==> src/sv/cab_pkg.sv <==
// ----------------------------------------------------------------------------
// cab_pkg
// shared types, opcodes and constants for the vector angle block
// ----------------------------------------------------------------------------
`default_nettype none

package cab_pkg;

  typedef struct packed {
    logic signed [15:0] query_elem;
    logic signed [15:0] target_elem;
    logic               last_elem;
  } cab_in_t;

  typedef struct packed {
    logic [15:0] angle_deg;
    logic        zero_norm;
    logic        too_long;
  } cab_out_t;

  // final sums of one vector pair, handed from the accumulator to the datapath
  typedef struct packed {
    logic [63:0] qsum;
    logic [63:0] tsum;
    logic [63:0] abs_dot;
    logic        dot_neg;
    logic        zero;
    logic        too_long;
  } cab_sum_t;

  localparam int CORDIC_STEPS = 23;

  localparam logic [3:0] OP_NONE   = 4'd0;
  localparam logic [3:0] OP_LOAD   = 4'd1;
  localparam logic [3:0] OP_MULP   = 4'd2;
  localparam logic [3:0] OP_NORM   = 4'd3;
  localparam logic [3:0] OP_MULX   = 4'd4;
  localparam logic [3:0] OP_SUB    = 4'd5;
  localparam logic [3:0] OP_SQRT   = 4'd6;
  localparam logic [3:0] OP_SCALE  = 4'd7;
  localparam logic [3:0] OP_CINIT  = 4'd8;
  localparam logic [3:0] OP_CORDIC = 4'd9;
  localparam logic [3:0] OP_FIN    = 4'd10;

  typedef struct packed {
    logic [3:0] op;
    logic [5:0] step;
    logic       emit;
  } cab_cmd_t;

  typedef struct packed {
    logic zero;
    logic p_top_zero;
    logic big;
  } cab_sts_t;

  // angle unit is 2^-16 degree; ANGLE_MAX is in 2^-8 degree (q8.8)
  localparam logic signed [24:0] DEG90_UNITS  = 25'sd5898240;
  localparam logic signed [24:0] DEG180_UNITS = 25'sd11796480;
  localparam logic [16:0]        ANGLE_MAX    = 17'd46080;

  // atan(2^-i) in degrees, unit 2^-16 degree
  function automatic logic signed [24:0] cab_atan(input logic [4:0] idx);
    logic signed [24:0] v;
    case (idx)
      5'd0:    v = 25'sd2949120;
      5'd1:    v = 25'sd1740967;
      5'd2:    v = 25'sd919879;
      5'd3:    v = 25'sd466945;
      5'd4:    v = 25'sd234379;
      5'd5:    v = 25'sd117304;
      5'd6:    v = 25'sd58666;
      5'd7:    v = 25'sd29335;
      5'd8:    v = 25'sd14668;
      5'd9:    v = 25'sd7334;
      5'd10:   v = 25'sd3667;
      5'd11:   v = 25'sd1833;
      5'd12:   v = 25'sd917;
      5'd13:   v = 25'sd458;
      5'd14:   v = 25'sd229;
      5'd15:   v = 25'sd115;
      5'd16:   v = 25'sd57;
      5'd17:   v = 25'sd29;
      5'd18:   v = 25'sd14;
      5'd19:   v = 25'sd7;
      5'd20:   v = 25'sd4;
      5'd21:   v = 25'sd2;
      5'd22:   v = 25'sd1;
      default: v = 25'sd0;
    endcase
    return v;
  endfunction

endpackage

`default_nettype wire

==> src/sv/cab_accum.sv <==
// ----------------------------------------------------------------------------
// cab_accum
// running dot product and sums of squares, one pair per cycle when taken
// ----------------------------------------------------------------------------
`default_nettype none

module cab_accum import cab_pkg::*; #(
  parameter int MAX_DIM   = 1024,
  parameter int ELEM_BITS = 16
) (
  input  wire logic     clk,
  input  wire logic     rst_n,
  input  wire logic     take,
  input  wire cab_in_t  elem,
  output cab_sum_t      sums
);

  localparam int CNT_W  = $clog2(MAX_DIM + 1);
  localparam int PROD_W = 2 * ELEM_BITS;
  localparam int ACC_W  = PROD_W + CNT_W;

  logic signed [ELEM_BITS-1:0] qv, tv;
  logic signed [PROD_W-1:0]    qt, qq, tt;
  logic signed [ACC_W-1:0]     dot_r, dot_nxt, abs_dot;
  logic [ACC_W-1:0]            qs_r, qs_nxt, ts_r, ts_nxt;
  logic [CNT_W-1:0]            cnt_r, cnt_nxt;
  logic                        ovf_r, ovf_nxt, room;

  // low ELEM_BITS of the field; bits above the 16-bit field read as zero
  always_comb begin
    for (int i = 0; i < ELEM_BITS; i++) begin
      qv[i] = (i < 16) ? elem.query_elem[i % 16] : 1'b0;
      tv[i] = (i < 16) ? elem.target_elem[i % 16] : 1'b0;
    end
  end

  assign qt   = qv * tv;
  assign qq   = qv * qv;
  assign tt   = tv * tv;
  assign room = (cnt_r < CNT_W'(MAX_DIM));

  always_comb begin
    dot_nxt = dot_r;
    qs_nxt  = qs_r;
    ts_nxt  = ts_r;
    cnt_nxt = cnt_r;
    ovf_nxt = ovf_r;
    if (room) begin
      dot_nxt = dot_r + ACC_W'(qt);
      qs_nxt  = qs_r + ACC_W'($unsigned(qq));
      ts_nxt  = ts_r + ACC_W'($unsigned(tt));
      cnt_nxt = cnt_r + CNT_W'(1);
    end else begin
      ovf_nxt = 1'b1;
    end
  end

  assign abs_dot       = dot_nxt[ACC_W-1] ? -dot_nxt : dot_nxt;
  assign sums.qsum     = 64'(qs_nxt);
  assign sums.tsum     = 64'(ts_nxt);
  assign sums.abs_dot  = 64'($unsigned(abs_dot));
  assign sums.dot_neg  = dot_nxt[ACC_W-1];
  assign sums.zero     = (qs_nxt == '0) || (ts_nxt == '0);
  assign sums.too_long = ovf_nxt;

  always_ff @(posedge clk) begin
    if (!rst_n) begin
      dot_r <= '0;
      qs_r  <= '0;
      ts_r  <= '0;
      cnt_r <= '0;
      ovf_r <= 1'b0;
    end else if (take) begin
      if (elem.last_elem) begin
        dot_r <= '0;
        qs_r  <= '0;
        ts_r  <= '0;
        cnt_r <= '0;
        ovf_r <= 1'b0;
      end else begin
        dot_r <= dot_nxt;
        qs_r  <= qs_nxt;
        ts_r  <= ts_nxt;
        cnt_r <= cnt_nxt;
        ovf_r <= ovf_nxt;
      end
    end
  end

endmodule

`default_nettype wire

==> config.mk <==
export PLATFORM = sky130hd
export DESIGN_NAME = cab_accum
export DESIGN_NICKNAME = d
export VERILOG_FILES = /design/src/sv/cab_pkg.sv /design/src/sv/cab_accum.sv
export SDC_FILE = /design/constraint.sdc
export NUM_CORES = 2
export LEC_CHECK = 0
export BUFFER_PORTS_ARGS = -buffer_cell sky130_fd_sc_hd__buf_2
export CELL_PAD_IN_SITES_DETAIL_PLACEMENT = 0
export CELL_PAD_IN_SITES_GLOBAL_PLACEMENT = 2
export CORE_AREA = 3 3 342 344
export DETAILED_ROUTE_END_ITERATION = 8
export DIE_AREA = 0 0 345 347
export PLACE_DENSITY_LB_ADDON = 0.05
export SKIP_LAST_GASP = 1
export SLEW_MARGIN = 10
export SYNTH_ARGS = -nofsm -noshare
export SYNTH_HDL_FRONTEND = slang
export SYNTH_SLANG_ARGS = --single-unit
==> constraint.sdc <==
create_clock -name clk -period 12.7 [get_ports clk]
set_input_delay 1.905 -clock clk [delete_from_list [all_inputs] [get_ports clk]]
set_output_delay 1.905 -clock clk [all_outputs]
set_load 0.1 [all_outputs]
# Word level (Yosys, flattened, before mapping)
# Index checks and enable logic that the tools add are counted.
[totals]
input_bits = 36
register_bits = 141
output_inout_bits = 195
elab_cells = 30
[classes]
n_addsub = 5
n_reduce_logical = 5
muxes = 11
order_cmp = 1
n_mul = 3
[ops]
columns = ["cell", "n"]
rows = [
  ["43-bit two-way mux", 7],
  ["43-bit by 32-bit adder with 43-bit output", 3],
  ["16-bit by 16-bit multiplier with 32-bit output", 3],
  ["43-bit logical NOT", 2],
  ["43-bit negation", 1],
  ["11-bit two-way mux", 2],
  ["11-bit by 1-bit adder with 11-bit output, second input constant", 1],
  ["11-bit less-than comparator, second input constant", 1],
  ["1-bit two-way mux", 2],
  ["2-bit AND reduction", 1],
  ["2-bit nonzero test", 1],
  ["1-bit logical OR", 1],
]

# Depth between registers and ports, before layout
[logic_depth]
ltp_word = 5
ltp_mapped = 41
ltp_nobuf = 38

# Worst setup path before layout
# No wires, ideal clock.
[synth_timing]
path_kind = "input to output"
startpoint = "input elem[20] (netlist bit)"
endpoint = "output sums[1] (netlist bit)"
arrival_ps = 12223
required_time_ps = 10795
path_slack_ps = -1428
path_stages = 36
path_cell_list = "clkbuf_1 -> clkbuf_1 -> nand2_1 -> inv_1 -> fa_1 -> inv_1 -> fa_1 -> fa_1 -> fa_1 -> inv_1 -> fa_1 -> fa_1 -> ha_1 -> and3_1 -> a21oi_1 -> o21ai_0 -> o41ai_1 -> o2111ai_1 -> a21oi_1 -> nor2b_1 -> and4_1 -> nor2_1 -> xnor2_1 -> ha_1 -> a21o_1 -> a21o_1 -> a21oi_1 -> a21boi_0 -> a21boi_0 -> xor2_1 -> o21ai_0 -> nor3_1 -> nor4b_1 -> and4b_1 -> o2111ai_1 -> o22ai_2"
[synth_rtl]
columns = ["element", "line", "rtl"]
rows = [
  ["start: declaration", "cab_accum.sv:14", "input wire cab_in_t elem,"],
  ["end: declaration", "cab_accum.sv:15", "output cab_sum_t sums"],
]

==> impl_metrics.sql <==
INSERT INTO impl_metrics (metric_group, metric, value, unit) VALUES
('sta', 'final_min_period_over_clock_period', '0.979', ''),
('cells_and_area', 'layout.cells.most_common', 'sky130_fd_sc_hd__inv_1', ''),
('hold_path', 'hold_start', 'ovf_r', ''),
('clocking', 'max-clock-path-buffers', '3', ''),
('run_status', 'run_status', 'finished, final reports clean', ''),
('routing', 'drt_iter0_markers', '1355', ''),
('clocking', 'ctsHtreeMaxLevel', '4', ''),
('yosys', 'yosys_warnings', '0', ''),
('sta', 'timing.max_slew.rel_slack', '0.206', ''),
('setup_path', 'timing.setup.critical_path_class', 'input port to primary output', ''),
('yosys', 'mean_post_synth_cell_area', '8.68', 'um^2'),
('global_route', 'grt_first_pass_wirelength', '212000', 'um'),
('setup_path', 'cp_max_fo', '10', ''),
('sta', 'finalSetupViolCount', '0', ''),
('yosys', 'async_reset_ff_frac', '0', ''),
('yosys', 'synth_edf_count', '0', ''),
('sta', 'timing_hold_violations_final', '0', ''),
('flow_run', 'max_cap_viol_count', '0', ''),
('setup_path', 'cp-end-kind', 'primary output', ''),
('setup_path', 'worst_path_largest_cell_delay', '0.56', 'ns'),
('yosys', 'flop_and_latch_count_out_of_synthesis', '141', ''),
('cells_and_area', 'num-fill-cells', '11500', ''),
('yosys', 'post_synth_inst_count', '4855', ''),
('clocking', 'count_of_clock_tree_sinks', '141', ''),
('die', 'floorplan.die.width', '345', 'um'),
('yosys', 'synth_top_cells_by_area', 'sky130_fd_sc_hd__fa_1 39%, sky130_fd_sc_hd__ha_1 11%, sky130_fd_sc_hd__inv_1 8.9%, sky130_fd_sc_hd__dfxtp_1 6.7%, sky130_fd_sc_hd__nand2_1 4.3%', ''),
('cells_and_area', 'most-common-layout-cells', '995 x sky130_fd_sc_hd__inv_1, 809 x sky130_fd_sc_hd__fa_1, 575 x sky130_fd_sc_hd__buf_4, 470 x sky130_fd_sc_hd__nand2_1, 357 x sky130_fd_sc_hd__ha_1', ''),
('sta', 'clock.fmax', '0.0805', 'GHz'),
('global_route', 'total_congestion_overflow_after_global_routing', '0', ''),
('routing', 'dr_total_vias', '33700', ''),
('setup_path', 'crit_start', 'elem[10]', ''),
('place', 'dp_cells', '6913', ''),
('sta', 'maxSlewViolCount', '0', ''),
('global_route', 'grt_antenna_before_repair', '1', ''),
('routing', 'post-route-drc-count', '0', ''),
('cells_and_area', 'multi_input_comb_area', '35400', 'um^2'),
('setup_path', 'cp_data_required_time', '10.80', 'ns'),
('clocking', 'tritoncts_buffer_count', '25', ''),
('yosys', 'synth-main-ff-cell', 'sky130_fd_sc_hd__dfxtp_1', ''),
('sta', 'skew', '0.0141', 'ns'),
('setup_path', 'timing.critical_path.arrival', '10.52', 'ns'),
('place', 'dpl.hpwl', '115000', 'um'),
('routing', 'ant_nets', '0', ''),
('yosys', 'post-synth-top-area-fraction', '0.388', ''),
('clocking', 'cts_tree', 'yes', ''),
('place', 'routability_congestion_estimate_from_global_placement', '0.851', ''),
('global_route', 'grt_util_all_layers', '0.227', ''),
('yosys', 'synthDominantAreaCellType', 'sky130_fd_sc_hd__fa_1', ''),
('setup_path', 'critical_path.reg2reg.startpoint', 'dot_r[15]', ''),
('yosys', 'synth_seq_area_share', '0.0670', ''),
('cells_and_area', 'seq_area', '2830', 'um^2'),
('cells_and_area', 'layout.cells.non_filler', '6966', ''),
('routing', 'wl_per_cell', '19.4', 'um'),
('die', 'core-area', '114000', 'um^2'),
('die', 'fp.dieH', '347', 'um'),
('clocking', 'cts.root.buffer_cell', 'sky130_fd_sc_hd__clkbuf_16', ''),
('clocking', 'cts.reportedPaths.clkPinSlew', '0.06', 'ns'),
('sta', 'tns', '0', 'ns'),
('setup_path', 'timing.critical_path.slowest_stage_cell', 'sky130_fd_sc_hd__fa_1', ''),
('yosys', 'synth.cell_area', '42200', 'um^2'),
('sta', 'worst-slew-pin-transition', '1.19', 'ns'),
('place', 'numPortBuffers', '167', ''),
('hold_path', 'hp-class', 'flop to flop', ''),
('cells_and_area', 'syn_to_final_growth', '22.1', '%'),
('die', 'placement_rows', '124', ''),
('sta', 'period_needed', '12.43', 'ns'),
('routing', 'route.detailed.vias_per_inst', '4.84', ''),
('cells_and_area', 'finalNetCount', '6671', ''),
('die', 'floorplan.die_area', '120000', 'um^2'),
('cells_and_area', 'post_route_cells_drive_above_1_share', '0.188', ''),
('sta', 'grt_setup_unrepaired', 'yes', ''),
('die', 'floorplan.initialDensity', '0.369', ''),
('setup_path', 'startpoint_type', 'input port', ''),
('yosys', 'synth.lib_cells_used.distinct', '88', ''),
('global_route', 'first_global_vias', '36400', ''),
('routing', 'totalWireLength', '135000', 'um'),
('clocking', 'clk-insertion-delay-late', '0.50', 'ns'),
('global_route', 'pin_count_of_the_biggest_net_entering_global_routing', '113', ''),
('clocking', 'hold_buffers', '0', ''),
('routing', 'dr.pass1.iters', '5', ''),
('die', 'pin_count', '231', '');
-- per-stage QoR --
step / area, um^2 / util / setup WS, ns / hold WS, ns
finish: 51500 / 0.451 / 0.271 / 0.486
detailed placement: 49600 / 0.434 / -0.342 / 0.464
global placement: 49600 / 0.434 / -0.319 / 0.463
CTS: 50600 / 0.443 / -0.0216 / 0.490
floorplan: 42500 / - / -0.480 / 0.429
global route: 51500 / 0.451 / -0.111 / 0.514
-- final cells by class --
class,count,share of cell area
clock buffers,27,0.0125
repair buffers,762,0.132
multi-input cells,3502,0.689
well taps,1512,0.0368
diodes,2,0.0000973
clock inverters,4,0.000413
inverters,1016,0.0743
flip-flops and latches,141,0.0549
-- cells by family (layout without fill, tap and decap cells) --
logic type	after synthesis	in the layout	synth area share
simple gates	1264	1264	0.145
other cells	1	65	0.0000890
xor+xnor	245	245	0.0509
compound gates	703	703	0.109
mux	40	40	0.00983
fa+ha+maj	1187	1187	0.498
buf+inv	1274	1809	0.121
flops	141	141	0.0670
-- layer usage --
metal,global-route usage,vias up,share of wire
met5,0,-,0
met3,0.0181,112,0.021
li1,-,16200,-
met1,0.277,17000,0.41
met4,0.0508,0,0.024
met2,0.432,373,0.54
-- sequential cells by signal (all words and copies together), names as in the netlist --
name	count
qs_r	43
cnt_r	11
dot_r	43
ovf_r	1
ts_r	43
-- worst max-delay path, delay by kind of cell --
family / cells / cell delay [ns]
XOR/XNOR: 2 / 0.28
adder cells (fa/ha/maj): 8 / 3.55
multiplexers: 1 / 0.25
buffers and inverters: 14 / 1.63
AND/OR/NAND/NOR: 8 / 1.91
AO/OA/AOI/OAI: 6 / 0.97
-- cell usage after synthesis (all sizes together), types with 132 or more instances --
cell       n
clkbuf   179
xnor2    158
inv     1008
nand2    481
fa       816
dfxtp    141
nor2b    146
a21oi    194
ha       371
and2     144
o21ai    132
nor2     239
-- path summary, 6_finish.rpt --
| check | endpoint | slack, ns | cells after the start |
|---|---|---|---|
| worst min register to register | ovf_r | 0.49 | 2 |
| worst max register to register | dot_r[39] | 6.01 | 23 |
| worst max-delay path | sums[1] | 0.27 | 39 |
| worst min-delay path | ovf_r | 0.49 | 2 |
-- timing repair --
action	CTS	global route
pin swaps	21	82
resized for setup	66	180
buffers inserted	6	13
gates cloned	0	2
setup endpoints to repair	4	42
Power is not shown: default switching activity piles up to over one toggle a cycle in this logic, so the estimate is an artifact.
