--- config.mk ---
export PLATFORM = sky130hd
export DESIGN_NAME = cab_ctrl
export DESIGN_NICKNAME = d
export VERILOG_FILES = /design/src/sv/cab_pkg.sv /design/src/sv/cab_ctrl.sv
export SDC_FILE = /design/constraint.sdc
export NUM_CORES = 1
export LEC_CHECK = 0
export ABC_AREA = 1
export ABC_CLOCK_PERIOD_IN_PS = 1400
export BUFFER_PORTS_ARGS = -buffer_cell sky130_fd_sc_hd__buf_2
export CORE_MARGIN = 2
export CORE_UTILIZATION = 45
export CTS_CLUSTER_DIAMETER = 100
export DETAILED_ROUTE_END_ITERATION = 16
export GPL_TIMING_DRIVEN = 0
export PLACE_DENSITY_LB_ADDON = 0.2
export SYNTH_ARGS = -nofsm -noshare
export SYNTH_HDL_FRONTEND = slang
export SYNTH_SLANG_ARGS = --single-unit
--- constraint.sdc ---
create_clock -name clk -period 1.4 [get_ports clk]
set_input_delay 0 -clock clk [delete_from_list [all_inputs] [get_ports clk]]
set_output_delay 0 -clock clk [all_outputs]
set_load 0.1 [all_outputs]
--- src/sv/cab_pkg.sv ---
// ----------------------------------------------------------------------------
// cab_pkg
// shared types, opcodes and constants for the vector angle block
// ----------------------------------------------------------------------------
`default_nettype none

package cab_pkg;

  typedef struct packed {
    logic signed [15:0] query_elem;
    logic signed [15:0] target_elem;
    logic               last_elem;
  } cab_in_t;

  typedef struct packed {
    logic [15:0] angle_deg;
    logic        zero_norm;
    logic        too_long;
  } cab_out_t;

  // final sums of one vector pair, handed from the accumulator to the datapath
  typedef struct packed {
    logic [63:0] qsum;
    logic [63:0] tsum;
    logic [63:0] abs_dot;
    logic        dot_neg;
    logic        zero;
    logic        too_long;
  } cab_sum_t;

  localparam int CORDIC_STEPS = 23;

  localparam logic [3:0] OP_NONE   = 4'd0;
  localparam logic [3:0] OP_LOAD   = 4'd1;
  localparam logic [3:0] OP_MULP   = 4'd2;
  localparam logic [3:0] OP_NORM   = 4'd3;
  localparam logic [3:0] OP_MULX   = 4'd4;
  localparam logic [3:0] OP_SUB    = 4'd5;
  localparam logic [3:0] OP_SQRT   = 4'd6;
  localparam logic [3:0] OP_SCALE  = 4'd7;
  localparam logic [3:0] OP_CINIT  = 4'd8;
  localparam logic [3:0] OP_CORDIC = 4'd9;
  localparam logic [3:0] OP_FIN    = 4'd10;

  typedef struct packed {
    logic [3:0] op;
    logic [5:0] step;
    logic       emit;
  } cab_cmd_t;

  typedef struct packed {
    logic zero;
    logic p_top_zero;
    logic big;
  } cab_sts_t;

  // angle unit is 2^-16 degree; ANGLE_MAX is in 2^-8 degree (q8.8)
  localparam logic signed [24:0] DEG90_UNITS  = 25'sd5898240;
  localparam logic signed [24:0] DEG180_UNITS = 25'sd11796480;
  localparam logic [16:0]        ANGLE_MAX    = 17'd46080;

  // atan(2^-i) in degrees, unit 2^-16 degree
  function automatic logic signed [24:0] cab_atan(input logic [4:0] idx);
    logic signed [24:0] v;
    case (idx)
      5'd0:    v = 25'sd2949120;
      5'd1:    v = 25'sd1740967;
      5'd2:    v = 25'sd919879;
      5'd3:    v = 25'sd466945;
      5'd4:    v = 25'sd234379;
      5'd5:    v = 25'sd117304;
      5'd6:    v = 25'sd58666;
      5'd7:    v = 25'sd29335;
      5'd8:    v = 25'sd14668;
      5'd9:    v = 25'sd7334;
      5'd10:   v = 25'sd3667;
      5'd11:   v = 25'sd1833;
      5'd12:   v = 25'sd917;
      5'd13:   v = 25'sd458;
      5'd14:   v = 25'sd229;
      5'd15:   v = 25'sd115;
      5'd16:   v = 25'sd57;
      5'd17:   v = 25'sd29;
      5'd18:   v = 25'sd14;
      5'd19:   v = 25'sd7;
      5'd20:   v = 25'sd4;
      5'd21:   v = 25'sd2;
      5'd22:   v = 25'sd1;
      default: v = 25'sd0;
    endcase
    return v;
  endfunction

endpackage

`default_nettype wire

--- src/sv/cab_ctrl.sv ---
// ----------------------------------------------------------------------------
// cab_ctrl
// sequencer for the angle finish: multiply, normalize, root, cordic
// ----------------------------------------------------------------------------
`default_nettype none

module cab_ctrl import cab_pkg::*; (
  input  wire logic     clk,
  input  wire logic     rst_n,
  input  wire logic     in_take,
  input  wire logic     in_last,
  input  wire logic     out_free,
  input  wire cab_sts_t sts,
  output cab_cmd_t      cmd,
  output logic          busy
);

  localparam logic [3:0] S_IDLE   = 4'd0;
  localparam logic [3:0] S_CHECK  = 4'd1;
  localparam logic [3:0] S_MULP   = 4'd2;
  localparam logic [3:0] S_NORM   = 4'd3;
  localparam logic [3:0] S_MULX   = 4'd4;
  localparam logic [3:0] S_SUB    = 4'd5;
  localparam logic [3:0] S_SQRT   = 4'd6;
  localparam logic [3:0] S_SCALE  = 4'd7;
  localparam logic [3:0] S_CINIT  = 4'd8;
  localparam logic [3:0] S_CORDIC = 4'd9;
  localparam logic [3:0] S_FIN    = 4'd10;
  localparam logic [3:0] S_RESULT = 4'd11;

  localparam logic [5:0] STEP_LAST_MUL  = 6'd3;
  localparam logic [5:0] STEP_LAST_BIT  = 6'd63;
  localparam logic [5:0] STEP_LAST_ROT  = 6'(CORDIC_STEPS - 1);

  logic [3:0] state_r, state_nxt;
  logic [5:0] step_r, step_nxt;

  assign busy     = (state_r != S_IDLE);
  assign cmd.step = step_r;

  always_comb begin
    state_nxt = state_r;
    step_nxt  = step_r;
    cmd.op    = OP_NONE;
    cmd.emit  = 1'b0;
    case (state_r)
      S_IDLE: begin
        if (in_take && in_last) begin
          cmd.op    = OP_LOAD;
          state_nxt = S_CHECK;
        end
      end
      S_CHECK: begin
        step_nxt  = '0;
        state_nxt = sts.zero ? S_FIN : S_MULP;
      end
      S_MULP: begin
        cmd.op = OP_MULP;
        if (step_r == STEP_LAST_MUL) begin
          step_nxt  = '0;
          state_nxt = S_NORM;
        end else begin
          step_nxt = step_r + 6'd1;
        end
      end
      S_NORM: begin
        if (!sts.p_top_zero || step_r == STEP_LAST_BIT) begin
          step_nxt  = '0;
          state_nxt = S_MULX;
        end else begin
          cmd.op   = OP_NORM;
          step_nxt = step_r + 6'd1;
        end
      end
      S_MULX: begin
        cmd.op = OP_MULX;
        if (step_r == STEP_LAST_MUL) begin
          state_nxt = S_SUB;
        end else begin
          step_nxt = step_r + 6'd1;
        end
      end
      S_SUB: begin
        cmd.op    = OP_SUB;
        step_nxt  = '0;
        state_nxt = S_SQRT;
      end
      S_SQRT: begin
        cmd.op = OP_SQRT;
        if (step_r == STEP_LAST_BIT) begin
          state_nxt = S_SCALE;
        end else begin
          step_nxt = step_r + 6'd1;
        end
      end
      S_SCALE: begin
        if (sts.big) begin
          cmd.op = OP_SCALE;
        end else begin
          state_nxt = S_CINIT;
        end
      end
      S_CINIT: begin
        cmd.op    = OP_CINIT;
        step_nxt  = '0;
        state_nxt = S_CORDIC;
      end
      S_CORDIC: begin
        cmd.op = OP_CORDIC;
        if (step_r == STEP_LAST_ROT) begin
          state_nxt = S_FIN;
        end else begin
          step_nxt = step_r + 6'd1;
        end
      end
      S_FIN: begin
        cmd.op    = OP_FIN;
        state_nxt = S_RESULT;
      end
      S_RESULT: begin
        if (out_free) begin
          cmd.emit  = 1'b1;
          state_nxt = S_IDLE;
        end
      end
      default: begin
        state_nxt = S_IDLE;
      end
    endcase
  end

  always_ff @(posedge clk) begin
    if (!rst_n) begin
      state_r <= S_IDLE;
      step_r  <= '0;
    end else begin
      state_r <= state_nxt;
      step_r  <= step_nxt;
    end
  end

endmodule

`default_nettype wire

Word level (Yosys, flattened, before mapping)
Index checks and enable logic that the tools add are counted.

$add $sub $neg: 1. Equality and inequality tests: 25. Mux-type cells: 22. Reductions and logical operators: 9.

Operators by type and width (count): 4-bit one-hot mux with 12 select lines (1); 4-bit one-hot mux with 10 select lines (1); 4-bit two-way mux (9); 6-bit one-hot mux with 6 select lines (1); 6-bit two-way mux (5); 2-bit != test (second input constant) (11); 4-bit by 3-bit == test with 1-bit output (second input constant) (4); 4-bit == test (second input constant) (4); 4-bit by 2-bit == test with 1-bit output (second input constant) (2); 8-bit AND reduction (1); 6-bit by 1-bit adder with 6-bit output (second input constant) (1); 6-bit by 2-bit == test with 1-bit output (second input constant) (1); 6-bit by 5-bit == test with 1-bit output (second input constant) (1); 6-bit == test (second input constant) (1); 6-bit nonzero test (1); 4-bit by 1-bit == test with 1-bit output (second input constant) (1); 4-bit zero test (1); 4-bit AND reduction (1); 4-bit nonzero test (1); 1-bit two-way mux (3); 3-bit two-way mux (1); 3-bit OR reduction (1); 2-bit two-way mux (1); 1-bit logical AND (1); other kinds (2) (2).

Flip-flop bits (word level): 10. Output and inout port bits: 12. Word-level logic and storage cells: 59.

Longest topological paths before layout
Gate-level depths: netlist of run 1.

Depth after elaboration: 4. Depth in mapped cells: 11. Gate-level depth less buffers: 11.

Worst setup path before layout of run 1
No wires, ideal clock.

Kind: reg2out. From: reg step_r[0]. To: out cmd[7] (netlist bit). Arrival time: 2852 ps. Required time: 1400 ps. Slack: -1452 ps. Cell stages (with the launch flop): 7. Path buffers: 0. Path through: dfxtp_1 ha_1 nand2_1 nor2_2 nand2_2 nand2_2 o2111ai_1.

RTL lines: start, declared (line cab_ctrl.sv:36) `logic [5:0] step_r, step_nxt;`; start signal, assigned (line cab_ctrl.sv:138) `step_r <= step_nxt;`; end, declared (line cab_ctrl.sv:14) `output cab_cmd_t cmd,`.

==> results of run 1 <==
[area by class of cell]
| type | count | area (um^2) | area share |
|---|---|---|---|
| plain buffers | 2 | 15.01 | 0.008677 |
| repair buffers | 37 | 305.3 | 0.1764 |
| flip-flops and latches | 10 | 235.2 | 0.1359 |
| well taps | 28 | 35.03 | 0.02025 |
| clock buffers | 4 | 26.28 | 0.01518 |
| multi-input cells | 143 | 1012 | 0.5850 |
| inverters | 22 | 101.3 | 0.05857 |
[sequential cells by signal (all words and copies together), names as in the netlist]
| register | cells |
|---|---|
| state_r | 4 |
| step_r | 6 |
[cell families (layout without fill, tap and decap cells)]
family                     count (synthesis)  count (layout)
DFF                                       10              10
xor gates and xnor gates                   2               2
and+or+nand+nor                          127             128
buffers and inverters                     24              65
adders and majority gates                  2               2
AOI/OAI and AO/OA                         11              11
[tightest hold or removal path, delay by kind of cell]
family	cells	cell delay (ns)
buffers and inverters	1	0.22
AND/OR/NAND/NOR	2	0.16
[routing by layer]
layer	vias to the layer above	routed length, um	GRT usage	part of all wire
met5	-	0	0	0
met4	0	219	0.09649	0.053
met3	25	317	0.04598	0.077
met2	73	2013	0.4536	0.49
met1	654	1562	0.3540	0.38
li1	643	-	-	-
[cells in the final DEF (no fill, tap or decap), types with 7 or more instances in the layout]
cell     instances
nor2_1          33
nand2_1         32
buf_4           19
nand2_2         12
nor2_4          12
buf_2           12
inv_1           11
nand2_4          9
dfxtp_4          9
inv_2            7
nand3_2          7
nand3_1          7
[power by group through the flow]
| stage | logic (mW) | clock network (mW) | registers (mW) |
|---|---|---|---|
| 2_1_floorplan | 1.88 | 0 | 0.801 |
| 3_3_place_gp | 2.48 | 0 | 0.535 |
| 3_5_place_dp | 2.51 | 0 | 0.542 |
| 4_1_cts | 3.01 | 0.208 | 0.563 |
| 5_1_grt | 3.69 | 0.223 | 0.608 |
| 6_report | 3.50 | 0.205 | 0.597 |
[through the flow]
| stage | hold WS (ns) | TNS [ns] | utilization | std cells |
|---|---|---|---|---|
| 3_3_place_gp | 0.3981 | -1.817 | 0.5917 | 222 |
| 4_1_cts | 0.1283 | -0.7731 | 0.7190 | 239 |
| 5_1_grt | 0.1677 | -1.950 | 0.7898 | 246 |
| 3_5_place_dp | 0.4090 | -2.178 | 0.5917 | 222 |
| 6_report | 0.1351 | -1.147 | 0.7898 | 246 |
| 2_1_floorplan | 0.2056 | -2.597 | - | 176 |
[what timing repair did]
action                     4_1_cts  5_1_grt
setup endpoints to repair       16       14
buffers inserted                13        6
hold buffers                     0        0
gates resized for setup         40       27
pin swaps                        9       16
gates cloned                     0        1
[worst paths after layout]
path / start / endpoint / slack [ns]
setup / recovery: step_r[0] / cmd[7] / -0.15
hold / removal: rst_n / step_r[0] / 0.14
setup reg to reg: step_r[0] / step_r[1] / -0.15
hold reg to reg: step_r[4] / step_r[4] / 0.52
==> impl_metrics.ini, run 1 <==
[floorplanning]
start_util = 0.4757
die_area_um2 = 2717
die_y_um = 52.13
boundaryPins = 20
die_x_um = 52.13
std_cell_rows = 17
core_um2 = 2191

[synthesis]
synth_top_family_by_area = simple AND/OR/NAND/NOR gates
yosys-top-cells-area = dfxtp_1 19%, nand2_1 16%, nor2_1 13%, inv_1 6.5%, nand3_1 5.8%
ys_ff_latch = 10
ys.flop_type = dfxtp_1
async_reset_ff_frac = 0
syn_area_per_cell_um2 = 5.922
synth_cell_type_count = 27
synth_most_common_cell = nand2_1
synth_compound_area_frac = 0.07083
synthAdderAreaFrac = 0.02401
synth_top_area_cell = dfxtp_1
synth_common_cells = 45 x nand2_1, 37 x nor2_1, 18 x inv_1
synth_xor_area_frac = 0.01681
synth_edf_count = 0
yosysWarnings = 0
muxShareOfSynthArea = 0
syn-instance-count = 176
yosysSeqAreaShare = 0.1921
synth_top_area_frac = 0.1921
synth_fp_nets = 186
synth_area_um2 = 1042
yosys.area_share.simple = 0.6026

[sta]
drv_slew = 0
tightest_slew_ns = 0.4857
layout_min_cycle_time_ns = 1.546
hold_viol = 0
rsz0062_at_grt = true
post-route-period-util = 1.104
max_freq_mhz = 646.8
clock_skew_ns = 0.02130
fin_ws_ns = -0.1461
setup-violations-final = 12
relSlewSlack = 0.6784

[cells_and_area]
final_area_um2 = 1730
layout.nets = 229
drive_gt1_frac = 0.5505
area_delta_synth_final_pct = 66.03
antenna_cells = 0
nFillCells = 146

[routing]
via_per_inst = 5.671
drtIter0Drc = 104
drt_wl_total_mm = 4.112
drtPass1Iterations = 4
vias = 1395
drc_errors = 0
postRouteAntennaNets = 0
post_drt_wl_per_cell_um = 16.72

[power]
power_frac_seq = 0.139
switching_power_mw = 2.581
comb_power_share = 0.813
leakagePower_nw = 0.8379
peakVddDrop_mv = 1.628
internal_power_mw = 1.718
total_power_mw = 4.299
switching_share = 0.6003
powerDensity_nw_per_um2 = 2484
power_frac_clock = 0.048

[place]
gp_congestion = 0.9257
dp_hpwl_mm = 2.132
io_buffer_count = 18
pre_cts_ws_ns = -0.2609
placed_area_um2 = 1296

[cts]
cts-buffers-inserted = 3
clkTransAtPathRegs_ns = 0.08
htreeDepth = 1
cts.sinks = 10
cts_tree = built
clock_path_buffers = 2
cts-root-buf = clkbuf_4
clk_latency_ns = 0.27

[setup_path]
crit_path_start_kind = flip-flop
slowest_stage = dfxtp_4
crit_cells = 7
cp_max_fo = 5
path_delay_family = flip-flops
cp_data_required_time_ns = 1.40
slowest_delay_ns = 0.38
cp-end-kind = output port
path_buf_inv = 1
worstRegToRegCells = 11
arrival_ns = 1.55
crit_type = flip-flop to output port
path_cells = ha_4, nand2_4, nor2_4, nand2_4, nand2_4, o2111ai_4, buf_12
crit_top_cell = nand2_4

[global_routing]
antenna_found_initial = 0
grt_pass1_wl_mm = 5.526
grt_pass1_vias = 1200
overflow = 0
gr-usage-all-layers = 0.2734
grt_max_degree = 11

[outcome]
status = finished with violations
violations = negative setup slack

[min_path]
whs_path_depth = 3
hold_class = primary input to flip-flop

[run]
maxCapViolations = 0
Power figures use the tool's default switching activity.
==> inputs of run 2 (changes only) <==
--- a/config.mk
+++ b/config.mk
@@ -13,6 +13,7 @@
 export CTS_CLUSTER_DIAMETER = 100
 export DETAILED_ROUTE_END_ITERATION = 16
 export GPL_TIMING_DRIVEN = 0
+export HOLD_SLACK_MARGIN = 0.15
 export PLACE_DENSITY_LB_ADDON = 0.2
 export SYNTH_ARGS = -nofsm -noshare
 export SYNTH_HDL_FRONTEND = slang
==> run 2 against run 1 <==
  * The flow still finishes with violations (negative setup slack)
  * Non-clock buffer count stayed put
  * Core utilization is 0.11 points lower
  * Worst setup slack better by 0.014 ns
  * Critical path type unchanged
  * Highest routed layer unchanged
==> impl_metrics.ini, run 2 (same netlist as run 1, synthesis figures left out) <==
[outcome]
status = finished with violations
violations = negative setup slack

[place]
io_buffer_count = 18
gp_congestion = 0.9257
pre_cts_ws_ns = -0.2609
dp_hpwl_mm = 2.132

[cells_and_area]
final_common_cell = nor2_1
regMostFlops = step_r
layout.nets = 229
area_delta_synth_final_pct = 65.79
top_regs = step_r x6, state_r x4
antenna_cells = 0
final_cell_mix = 33 x nor2_1, 32 x nand2_1, 20 x buf_4
drive_gt1_frac = 0.5459
largest_reg_flops = 6

[global_routing]
grt_pass1_wl_mm = 5.526
grt_pass1_vias = 1200
gr-usage-all-layers = 0.2734
grt_max_degree = 11
antenna_found_initial = 0
overflow = 0

[setup_path]
arrival_ns = 1.53
cp_max_fo = 5
cp-end-kind = output port
crit_type = flip-flop to output port
cp_data_required_time_ns = 1.40
crit_path_start_kind = flip-flop

[sta]
clock_skew_ns = 0.01786
drv_slew = 0
post-route-period-util = 1.094
rsz0062_at_grt = true
setup-violations-final = 11
layout_min_cycle_time_ns = 1.532
fin_ws_ns = -0.1321
tightest_slew_ns = 0.4866
relSlewSlack = 0.6779
hold_viol = 0
max_freq_mhz = 652.7

[floorplanning]
die_y_um = 52.13
die_x_um = 52.13
core_um2 = 2191
start_util = 0.4757
die_area_um2 = 2717
boundaryPins = 20
std_cell_rows = 17

[routing]
drtIter0Drc = 84
via_per_inst = 5.459
vias = 1343
postRouteAntennaNets = 0
drt_wl_total_mm = 3.825
drc_errors = 0
post_drt_wl_per_cell_um = 15.55
drtPass1Iterations = 4

[power]
total_power_mw = 4.220
powerDensity_nw_per_um2 = 2442
peakVddDrop_mv = 1.674
leakagePower_nw = 0.8406

[run]
maxCapViolations = 0

[cts]
cts_tree = built
clk_latency_ns = 0.26
clkTransAtPathRegs_ns = 0.07
cts-root-buf = clkbuf_4
htreeDepth = 1
clock_path_buffers = 2
cts-buffers-inserted = 3
cts.sinks = 10

[min_path]
hold_class = primary input to flip-flop
run 2: final timing paths:
kind / start / endpoint / slack, ns / cells after the start
hold reg to reg: step_r[4] / step_r[4] / 0.52 / 2
setup / recovery: step_r[0] / cmd[7] / -0.13 / 7
setup reg to reg: step_r[0] / state_r[2] / -0.10 / 10
hold / removal: sts[1] / step_r[2] / 0.19 / 5
run 2: stage by stage:
stage | TNS (ns) | hold WS (ns) | utilization | instance area, um^2 | cells
detailed placement | -2.178 | 0.4090 | 0.5917 | 1296 | 222
CTS | -0.7730 | 0.1514 | 0.7236 | 1585 | 240
finish | -0.8877 | 0.1882 | 0.7887 | 1728 | 246
global placement | -1.817 | 0.3981 | 0.5917 | 1296 | 222
global route | -1.813 | 0.1942 | 0.7887 | 1728 | 246
floorplan | -2.597 | 0.2056 | - | 1171 | 176
run 2: metal layers:
layer	track usage	wire length, um	vias up
met2	0.4536	1858	59
li1	-	-	640
met5	0	0	-
met4	0.09649	123	0
met3	0.04598	279	16
met1	0.3540	1564	628
run 2: what timing repair did:
action | 4_1_cts | 5_1_grt
pin swaps | 9 | 16
endpoints found under the setup margin | 16 | 14
hold endpoints to repair | 4 | 0
setup buffers | 13 | 6
gates resized for setup | 40 | 26
gates cloned | 0 | 1
hold buffers | 1 | 0
run 2: critical path: stages, from the launching register on:
cell and delay (ns):
dfxtp_4 0.38, ha_4 0.16, nand2_4 0.06, nor2_4 0.12, nand2_4 0.08, nand2_4 0.10
o2111ai_4 0.15, buf_12 0.20
run 2: cell type report:
| class | count | area (um^2) |
|---|---|---|
| Sequential cell | 10 | 237.7 |
| Timing Repair Buffer | 38 | 311.5 |
| Clock buffer | 4 | 26.28 |
| Buffer | 1 | 3.754 |
| Multi-Input combinational cell | 143 | 1012 |
| Inverter | 22 | 101.3 |
| Tap cell | 28 | 35.03 |
| Fill cell | 150 | 462.9 |
run 2: power breakdown:
group	total [mW]	switching, mW	internal [mW]	leakage, nW
Sequential	0.634	0.217	0.417	0.0891
Clock	0.202	0.0926	0.109	0.0150
Combinational	3.38	2.21	1.18	0.737
